<file path="config.mk">
export PLATFORM = sky130hd
export DESIGN_NAME = keypad_digit_entry_buffer_unit_flat
export DESIGN_NICKNAME = d
export VERILOG_FILES = /design/src/hw/rtl/kdeb_pkg.sv /design/src/hw/rtl/kdeb_if.sv /design/src/hw/rtl/keypad_digit_entry_buffer_unit.sv /design/src/flat_wrapper.sv
export SDC_FILE = /design/constraint.sdc
export NUM_CORES = 1
export LEC_CHECK = 0
export ABC_CLOCK_PERIOD_IN_PS = 26000
export BUFFER_PORTS_ARGS = -buffer_cell sky130_fd_sc_hd__buf_2
export CORE_ASPECT_RATIO = 1.75
export CORE_MARGIN = 2
export CORE_UTILIZATION = 64
export DETAILED_ROUTE_END_ITERATION = 8
export PLACE_DENSITY = 0.9
export SYNTH_ARGS = -nofsm -noshare
export SYNTH_HDL_FRONTEND = slang
export SYNTH_SLANG_ARGS = --single-unit
</file>
<file path="constraint.sdc">
create_clock -name clk -period 26 [get_ports clk]
set_input_delay 2.6 -clock clk [delete_from_list [all_inputs] [get_ports clk]]
set_output_delay 2.6 -clock clk [all_outputs]
set_load 0.1 [all_outputs]
</file>
<file path="src/hw/rtl/kdeb_pkg.sv">
// Package for the keypad digit entry buffer: widths, operation codes,
// result record and the key/digit helper functions.
// No dependencies.
`timescale 1ns / 1ps

package kdeb_pkg;

  localparam int CMD_W         = 2;
  localparam int KEY_INDEX_W   = 4;
  localparam int KEY_CODE_W    = 5;
  localparam int DIGIT_W       = 4;
  localparam int DIGIT_COUNT_W = 4;
  localparam int VALUE_W       = 27;

  localparam int ROW_SIZE             = 4;
  localparam int DEFAULT_BUFFER_DEPTH = 8;
  localparam int MAX_BUFFER_DEPTH     = 8;

  localparam logic [DIGIT_COUNT_W-1:0] DIGIT_COUNT_RESET = DIGIT_COUNT_W'(8);

  // Command keys (code = key index + 1)
  localparam logic [KEY_CODE_W-1:0] KEY_CMD_A     = KEY_CODE_W'(4);
  localparam logic [KEY_CODE_W-1:0] KEY_CMD_B     = KEY_CODE_W'(8);
  localparam logic [KEY_CODE_W-1:0] KEY_CMD_C     = KEY_CODE_W'(12);
  localparam logic [KEY_CODE_W-1:0] KEY_CMD_STAR  = KEY_CODE_W'(13);
  localparam logic [KEY_CODE_W-1:0] KEY_CMD_HASH  = KEY_CODE_W'(15);
  localparam logic [KEY_CODE_W-1:0] KEY_CMD_D     = KEY_CODE_W'(16);

  localparam logic [DIGIT_W-1:0] DIGIT_LIMIT = DIGIT_W'(10);

  typedef enum logic [CMD_W-1:0] {
    OP_SCAN  = 2'd0,
    OP_FETCH = 2'd1,
    OP_CLEAR = 2'd2,
    OP_NONE  = 2'd3
  } op_t;

  typedef struct packed {
    logic [VALUE_W-1:0]    entry_value;
    logic [KEY_CODE_W-1:0] fetched_command;
    logic                  command_pending;
    logic [KEY_CODE_W-1:0] last_command_code;
    logic [KEY_CODE_W-1:0] newest_entry;
  } result_t;

  function automatic logic is_command_key(input logic [KEY_CODE_W-1:0] code);
    return (code == KEY_CMD_A) || (code == KEY_CMD_B) || (code == KEY_CMD_C) ||
           (code == KEY_CMD_STAR) || (code == KEY_CMD_HASH) || (code == KEY_CMD_D);
  endfunction

  // digit = code - code / ROW_SIZE; ten and above read as zero
  function automatic logic [DIGIT_W-1:0] code_to_digit(input logic [KEY_CODE_W-1:0] code);
    logic [KEY_CODE_W-1:0] d;
    d = code - KEY_CODE_W'(code / ROW_SIZE);
    return (d >= KEY_CODE_W'(DIGIT_LIMIT)) ? '0 : d[DIGIT_W-1:0];
  endfunction

  function automatic logic [VALUE_W-1:0] pow10(input int k);
    logic [VALUE_W-1:0] w;
    case (k)
      0:       w = VALUE_W'(1);
      1:       w = VALUE_W'(10);
      2:       w = VALUE_W'(100);
      3:       w = VALUE_W'(1000);
      4:       w = VALUE_W'(10000);
      5:       w = VALUE_W'(100000);
      6:       w = VALUE_W'(1000000);
      7:       w = VALUE_W'(10000000);
      default: w = '0;
    endcase
    return w;
  endfunction

endpackage

</file>
<file path="src/hw/rtl/kdeb_if.sv">
// Channel interfaces for the keypad digit entry buffer: scan/command input,
// result output and the digit count write channel. Depends on kdeb_pkg.
`timescale 1ns / 1ps

interface kdeb_in_if import kdeb_pkg::*; ();
  logic                   valid;
  logic                   ready;
  logic [CMD_W-1:0]       cmd;
  logic                   key_pressed;
  logic [KEY_INDEX_W-1:0] key_index;

  modport source (output valid, cmd, key_pressed, key_index, input ready);
  modport sink   (input valid, cmd, key_pressed, key_index, output ready);
endinterface

interface kdeb_out_if import kdeb_pkg::*; ();
  logic                  valid;
  logic                  ready;
  logic [VALUE_W-1:0]    entry_value;
  logic [KEY_CODE_W-1:0] fetched_command;
  logic                  command_pending;
  logic [KEY_CODE_W-1:0] last_command_code;
  logic [KEY_CODE_W-1:0] newest_entry;

  modport source (output valid, entry_value, fetched_command, command_pending,
                  last_command_code, newest_entry, input ready);
  modport sink   (input valid, entry_value, fetched_command, command_pending,
                  last_command_code, newest_entry, output ready);
endinterface

interface kdeb_cfg_if import kdeb_pkg::*; ();
  logic                     valid;
  logic                     ready;
  logic [DIGIT_COUNT_W-1:0] digit_count;

  modport source (output valid, digit_count, input ready);
  modport sink   (input valid, digit_count, output ready);
endinterface

</file>
<file path="src/hw/rtl/keypad_digit_entry_buffer_unit.sv">
// Keypad digit entry buffer, top level: state update, decimal value and
// a two-entry result buffer. Depends on kdeb_pkg and kdeb_if.
`timescale 1ns / 1ps

// Takes one beat per clock: a scan tick, a command fetch or a buffer clear.
// Each accepted beat updates the key state in the same cycle and produces
// exactly one registered result beat. Throughput is one beat per cycle; the
// output side holds up to two results (output register plus skid), so input
// ready drops only when both are full. digit_count is written through the
// cfg channel, which is always ready; write it only while idle.
module keypad_digit_entry_buffer_unit import kdeb_pkg::*; #(
  parameter int BUFFER_DEPTH = DEFAULT_BUFFER_DEPTH
) (
  input  logic       clk,
  input  logic       rst,
  kdeb_in_if.sink    key_in,
  kdeb_cfg_if.sink   cfg,
  kdeb_out_if.source result_out
);

  logic [KEY_CODE_W-1:0]    digit_store [BUFFER_DEPTH];
  logic [KEY_CODE_W-1:0]    digit_store_next [BUFFER_DEPTH];
  logic                     was_pressed, was_pressed_next;
  logic [KEY_CODE_W-1:0]    held_command, held_command_next;
  logic                     pending_flag, pending_flag_next;
  logic [DIGIT_COUNT_W-1:0] digit_count;

  result_t out_reg, skid_reg, result_next;
  logic    out_valid, skid_valid;

  logic                  in_fire, out_fire, take_key;
  logic [KEY_CODE_W-1:0] code;
  logic [VALUE_W-1:0]    value_next;

  assign key_in.ready = !skid_valid;
  assign in_fire      = key_in.valid && key_in.ready;
  assign out_fire     = out_valid && result_out.ready;
  assign cfg.ready    = 1'b1;

  assign code = KEY_CODE_W'(key_in.key_index) + KEY_CODE_W'(1);

  always_comb begin
    digit_store_next  = digit_store;
    was_pressed_next  = was_pressed;
    held_command_next = held_command;
    pending_flag_next = pending_flag;
    result_next       = '0;
    take_key          = 1'b0;

    unique case (op_t'(key_in.cmd))
      OP_SCAN: begin
        // a held key repeats only when it differs from the newest entry
        take_key = key_in.key_pressed &&
                   (!was_pressed || (digit_store[BUFFER_DEPTH-1] != code));
        if (take_key) begin
          if (is_command_key(code)) begin
            held_command_next = code;
            pending_flag_next = 1'b1;
          end else begin
            for (int i = 0; i < BUFFER_DEPTH - 1; i++) begin
              digit_store_next[i] = digit_store[i+1];
            end
            digit_store_next[BUFFER_DEPTH-1] = code;
          end
        end
        was_pressed_next = key_in.key_pressed;
      end
      OP_FETCH: begin
        if (pending_flag) begin
          result_next.fetched_command = held_command;
          pending_flag_next           = 1'b0;
        end
      end
      OP_CLEAR: begin
        for (int i = 0; i < BUFFER_DEPTH; i++) begin
          digit_store_next[i] = '0;
        end
      end
      default: ;
    endcase

    // newest entry is the units digit; counts past the depth take all entries
    value_next = '0;
    for (int k = 0; k < BUFFER_DEPTH; k++) begin
      if (DIGIT_COUNT_W'(k) < digit_count) begin
        value_next = value_next +
                     VALUE_W'(code_to_digit(digit_store_next[BUFFER_DEPTH-1-k])) * pow10(k);
      end
    end

    result_next.entry_value       = value_next;
    result_next.command_pending   = pending_flag_next;
    result_next.last_command_code = held_command_next;
    result_next.newest_entry      = digit_store_next[BUFFER_DEPTH-1];
  end

  always_ff @(posedge clk) begin
    if (rst) begin
      for (int i = 0; i < BUFFER_DEPTH; i++) begin
        digit_store[i] <= '0;
      end
      was_pressed  <= 1'b0;
      held_command <= '0;
      pending_flag <= 1'b0;
    end else if (in_fire) begin
      digit_store  <= digit_store_next;
      was_pressed  <= was_pressed_next;
      held_command <= held_command_next;
      pending_flag <= pending_flag_next;
    end
  end

  always_ff @(posedge clk) begin
    if (rst) begin
      digit_count <= DIGIT_COUNT_RESET;
    end else if (cfg.valid && cfg.ready) begin
      digit_count <= cfg.digit_count;
    end
  end

  // output register plus skid entry
  always_ff @(posedge clk) begin
    if (rst) begin
      out_valid  <= 1'b0;
      skid_valid <= 1'b0;
    end else if (skid_valid) begin
      if (out_fire) begin
        out_reg    <= skid_reg;
        skid_valid <= 1'b0;
      end
    end else if (in_fire) begin
      if (!out_valid || out_fire) begin
        out_reg   <= result_next;
        out_valid <= 1'b1;
      end else begin
        skid_reg   <= result_next;
        skid_valid <= 1'b1;
      end
    end else if (out_fire) begin
      out_valid <= 1'b0;
    end
  end

  assign result_out.valid             = out_valid;
  assign result_out.entry_value       = out_reg.entry_value;
  assign result_out.fetched_command   = out_reg.fetched_command;
  assign result_out.command_pending   = out_reg.command_pending;
  assign result_out.last_command_code = out_reg.last_command_code;
  assign result_out.newest_entry      = out_reg.newest_entry;

endmodule
</file>
<file path="src/flat_wrapper.sv">
// flat-port wrapper written by rule: the top's interface ports become plain ports
module keypad_digit_entry_buffer_unit_flat import kdeb_pkg::*;
#(
  parameter int BUFFER_DEPTH = DEFAULT_BUFFER_DEPTH
)
  (clk, rst, key_in_valid, key_in_cmd, key_in_key_pressed, key_in_key_index, key_in_ready, cfg_valid, cfg_digit_count, cfg_ready, result_out_valid, result_out_entry_value, result_out_fetched_command, result_out_command_pending, result_out_last_command_code, result_out_newest_entry, result_out_ready);
  kdeb_in_if key_in_i ();
  kdeb_cfg_if cfg_i ();
  kdeb_out_if result_out_i ();
  input  logic clk;
  input  logic rst;
  input wire logic [$bits(key_in_i.valid)-1:0] key_in_valid;
  input wire logic [$bits(key_in_i.cmd)-1:0] key_in_cmd;
  input wire logic [$bits(key_in_i.key_pressed)-1:0] key_in_key_pressed;
  input wire logic [$bits(key_in_i.key_index)-1:0] key_in_key_index;
  output wire logic [$bits(key_in_i.ready)-1:0] key_in_ready;
  input wire logic [$bits(cfg_i.valid)-1:0] cfg_valid;
  input wire logic [$bits(cfg_i.digit_count)-1:0] cfg_digit_count;
  output wire logic [$bits(cfg_i.ready)-1:0] cfg_ready;
  output wire logic [$bits(result_out_i.valid)-1:0] result_out_valid;
  output wire logic [$bits(result_out_i.entry_value)-1:0] result_out_entry_value;
  output wire logic [$bits(result_out_i.fetched_command)-1:0] result_out_fetched_command;
  output wire logic [$bits(result_out_i.command_pending)-1:0] result_out_command_pending;
  output wire logic [$bits(result_out_i.last_command_code)-1:0] result_out_last_command_code;
  output wire logic [$bits(result_out_i.newest_entry)-1:0] result_out_newest_entry;
  input wire logic [$bits(result_out_i.ready)-1:0] result_out_ready;
  assign key_in_i.valid = key_in_valid;
  assign key_in_i.cmd = key_in_cmd;
  assign key_in_i.key_pressed = key_in_key_pressed;
  assign key_in_i.key_index = key_in_key_index;
  assign key_in_ready = key_in_i.ready;
  assign cfg_i.valid = cfg_valid;
  assign cfg_i.digit_count = cfg_digit_count;
  assign cfg_ready = cfg_i.ready;
  assign result_out_valid = result_out_i.valid;
  assign result_out_entry_value = result_out_i.entry_value;
  assign result_out_fetched_command = result_out_i.fetched_command;
  assign result_out_command_pending = result_out_i.command_pending;
  assign result_out_last_command_code = result_out_i.last_command_code;
  assign result_out_newest_entry = result_out_i.newest_entry;
  assign result_out_i.ready = result_out_ready;
  keypad_digit_entry_buffer_unit #(.BUFFER_DEPTH(BUFFER_DEPTH)) u_core (.clk(clk), .rst(rst), .key_in(key_in_i), .cfg(cfg_i), .result_out(result_out_i));
endmodule
</file>
==> flow_metrics.py <==
metrics = {
    "status": {
        "status": "finished, final reports clean",
    },
    "timing": {
        "setup_viol": 0,
        "rsz0062_at_grt": "false",
        "hold_violations": 0,
        "finalMaxSlewViolations": 0,
        "fin_crit_sh_pct": 82.0,
        "max_freq_ghz": 0.0469,
        "worst_slew_pin_slew_ns": 1.19,
        "skew_ns": 0.0114,
        "setup_ws_ns": 4.67,
        "slew_headroom_pct": 20.9,
        "period_needed_ns": 21.33,
        "tns_ns": 0,
    },
    "global_route": {
        "grt_max_degree": 74,
        "grt_overflow": 0,
        "grt_pass1_vias": 12600,
        "grt_usage_pct": 31.8,
        "antenna_found_initial": 0,
        "grt_pass1_wl_mm": 60.7,
    },
    "placed_design": {
        "pre_cts_ws_ns": 4.61,
        "post-dp-hpwl_mm": 28.6,
        "port_buffers": 60,
        "gp_congestion": 0.985,
    },
    "clocking": {
        "clkTransAtPathRegs_ns": 0.07,
        "cts_tree": "yes",
        "post_cts_resized": 0,
        "clock_latency_ns": 0.44,
        "h-tree-depth": 4,
        "cts.path.max_buffers": 2,
        "cts_hold_buf": 0,
        "cts_buffers": 17,
        "cts_sinks": 139,
        "ctsRootBufferMaster": "clkbuf_16",
        "cts_setup_buffers": 0,
    },
    "worst_setup_path": {
        "crit_path_end_kind": "flop",
        "slowest_stage": "a2111oi_0",
        "r2r.worst_path.cells": 72,
        "endpoint": "u_core.result_out.entry_value[25]$_DFFE_PP_",
        "cp.arrival_ns": 21.51,
        "timing.rr.start": "u_core.digit_store[3]$_SDFFE_PP0P_",
        "r2r-end": "u_core.result_out.entry_value[25]$_DFFE_PP_",
        "crit_path_start": "key_in_key_index[0]",
        "cpPeakStageDelay_ns": 0.80,
        "crit_type": "in2reg",
        "worstPathRequired_ns": 26.18,
        "critPathLaunchType": "input port",
        "crit_fanout": 33,
        "crit_top_cell": "ha_1",
        "ff2ff_setup_slack_ns": 7.03,
    },
    "logic_synthesis": {
        "synth_cell_types": 94,
        "synth-edff-count": 86,
        "synthTopCellsByArea": "ha_1 (18%), edfxtp_1 (18%), fa_1 (8.4%)",
        "async_flop_share_pct": 0,
        "yosysSeqAreaShare_pct": 25.1,
        "synthFlopType": "edfxtp_1",
        "ys_warn_count": 0,
        "synth_fp_nets": 1879,
        "synth_compound_area_share_pct": 18.4,
        "yosys.area_share.simple_pct": 14.3,
        "synth_top_family_by_area": "adder cells",
        "synth-seq-cells": 139,
        "synth_top_area_share_pct": 18.5,
        "synthMuxAreaShare_pct": 4.01,
        "syn-mean-instance-area_um2": 9.13,
        "synth_area_leader_cell": "ha_1",
        "synthAdderAreaFrac_pct": 26.9,
        "synth-xor-area-share_pct": 5.24,
        "syn-cell-area_um2": 14500,
        "syn-instance-count": 1588,
    },
    "die": {
        "die_h_um": 203,
        "ios": 62,
        "initial_core_util_pct": 65.4,
        "die_x_um": 118,
        "dieArea_um2": 23900,
        "row_count": 72,
        "coreArea_um2": 22200,
    },
    "layout": {
        "multi_input_area_um2": 10000,
        "nNetsFinal": 1912,
        "area_growth_syn_to_layout_pct": 7.25,
        "largest_register_ffs": 43,
        "fillers": 1604,
        "num_antenna_cells": 0,
        "regArea_um2": 3640,
        "drive_gt1_share_pct": 12.1,
        "fin_util_pct": 70.1,
    },
    "route": {
        "drc": 0,
        "routedWlPerCell_um": 19.6,
        "viasPerCell": 6.38,
        "wl_met2_mm": 19.9,
        "firstDrtPassIters": 7,
        "wl_met1_mm": 12.8,
        "vias": 12300,
        "route.met3.wl_mm": 1.84,
        "top_layer": "met4",
        "wl_mm": 37.7,
        "drt_iter0_drc": 822,
        "detail-route-antenna-nets": 0,
    },
    "worst_hold_path": {
        "hold_class": "reg2reg",
    },
    "run": {
        "drv_cap": 0,
    },
}
worst min-delay path by stage:
| stage | startpoint | end | slack [ns] | cells after the start |
|---|---|---|---|---|
| floorplan | u_core.held_command[3]$_SDFFE_PP0P_ | u_core.held_command[3]$_SDFFE_PP0P_ | 0.44 | 2 |
| finish | u_core.pending_flag$_SDFFE_PP0P_ | u_core.pending_flag$_SDFFE_PP0P_ | 0.48 | 2 |
| CTS | u_core.pending_flag$_SDFFE_PP0P_ | u_core.pending_flag$_SDFFE_PP0P_ | 0.48 | 2 |
| global route | u_core.held_command[0]$_SDFFE_PP0P_ | u_core.held_command[0]$_SDFFE_PP0P_ | 0.51 | 2 |
| global placement | u_core.pending_flag$_SDFFE_PP0P_ | u_core.pending_flag$_SDFFE_PP0P_ | 0.45 | 2 |
| detailed placement | u_core.held_command[2]$_SDFFE_PP0P_ | u_core.held_command[2]$_SDFFE_PP0P_ | 0.47 | 2 |
worst max-delay path, delay by kind of cell:
family          cells  cell delay [ns]
mux                 1             0.31
fa+ha+maj          17             6.40
simple gates       11             1.81
buf+inv            10             1.14
compound gates     27             7.45
xor+xnor            9             1.75
routing by layer:
layer | vias to the layer above | GRT usage [%]
met4 | 0 | 24.7
li1 | 5728 | -
met5 | - | 0
met1 | 5859 | 30.8
met2 | 516 | 59.0
met3 | 220 | 5.37
synth_stat cells (all sizes together) (11+ instances only):
master	n
o21a	17
nand3	14
nor2	166
and2	16
a31oi	11
a211oi	39
o21ai	66
a22oi	20
a22o	15
fa	61
inv	147
o31ai	18
or3	11
clkbuf	45
edfxtp	86
a21o	32
nand2	128
and3	13
xor2	32
nor2b	20
nor3	38
ha	214
mux2	43
dfxtp	53
or2	11
xnor2	52
a21oi	89
logic make-up after synthesis:
kind of cell,after synthesis
and+or+nand+nor,449
AOI/OAI and AO/OA,382
adders and majority gates,275
buffers and inverters,204
DFF,139
xor gates and xnor gates,85
muxes,52
other,2
placed cells by master (no fill, tap or decap), types with 32 or more instances in the layout:
cell      Yosys  routed
mux2_2       41      41
nand2_1     127     127
inv_1       145     145
dfxtp_1      53      53
nor3_1       37      37
o21ai_0      63      63
a21oi_1      87      87
nor2_1      164     164
buf_2         1      60
ha_1        214     214
xor2_1       32      32
fa_1         61      61
edfxtp_1     86      86
a211oi_1     39      39
xnor2_1      52      52
through the flow:
stage               hold slack, ns  instance area [um^2]  std cells
floorplan                    0.441                 14500       1588
global placement             0.453                 14900       1898
detailed placement           0.469                 14900       1898
CTS                          0.483                 15500       1930
global route                 0.508                 15500       1930
finish                       0.484                 15500       1930
area by class of cell:
cell class / instances / area share [%]
Clock buffer: 17 / 2.74
Clock inverter: 15 / 1.09
Inverter: 149 / 3.61
Multi-Input combinational cell: 1245 / 64.4
Sequential cell: 139 / 23.4
Tap cell: 296 / 2.38
Timing Repair Buffer: 69 / 2.37
Power is left out: the tool's default activity adds up to more than one toggle a clock period on the data nets, which glitch-free logic cannot reach.
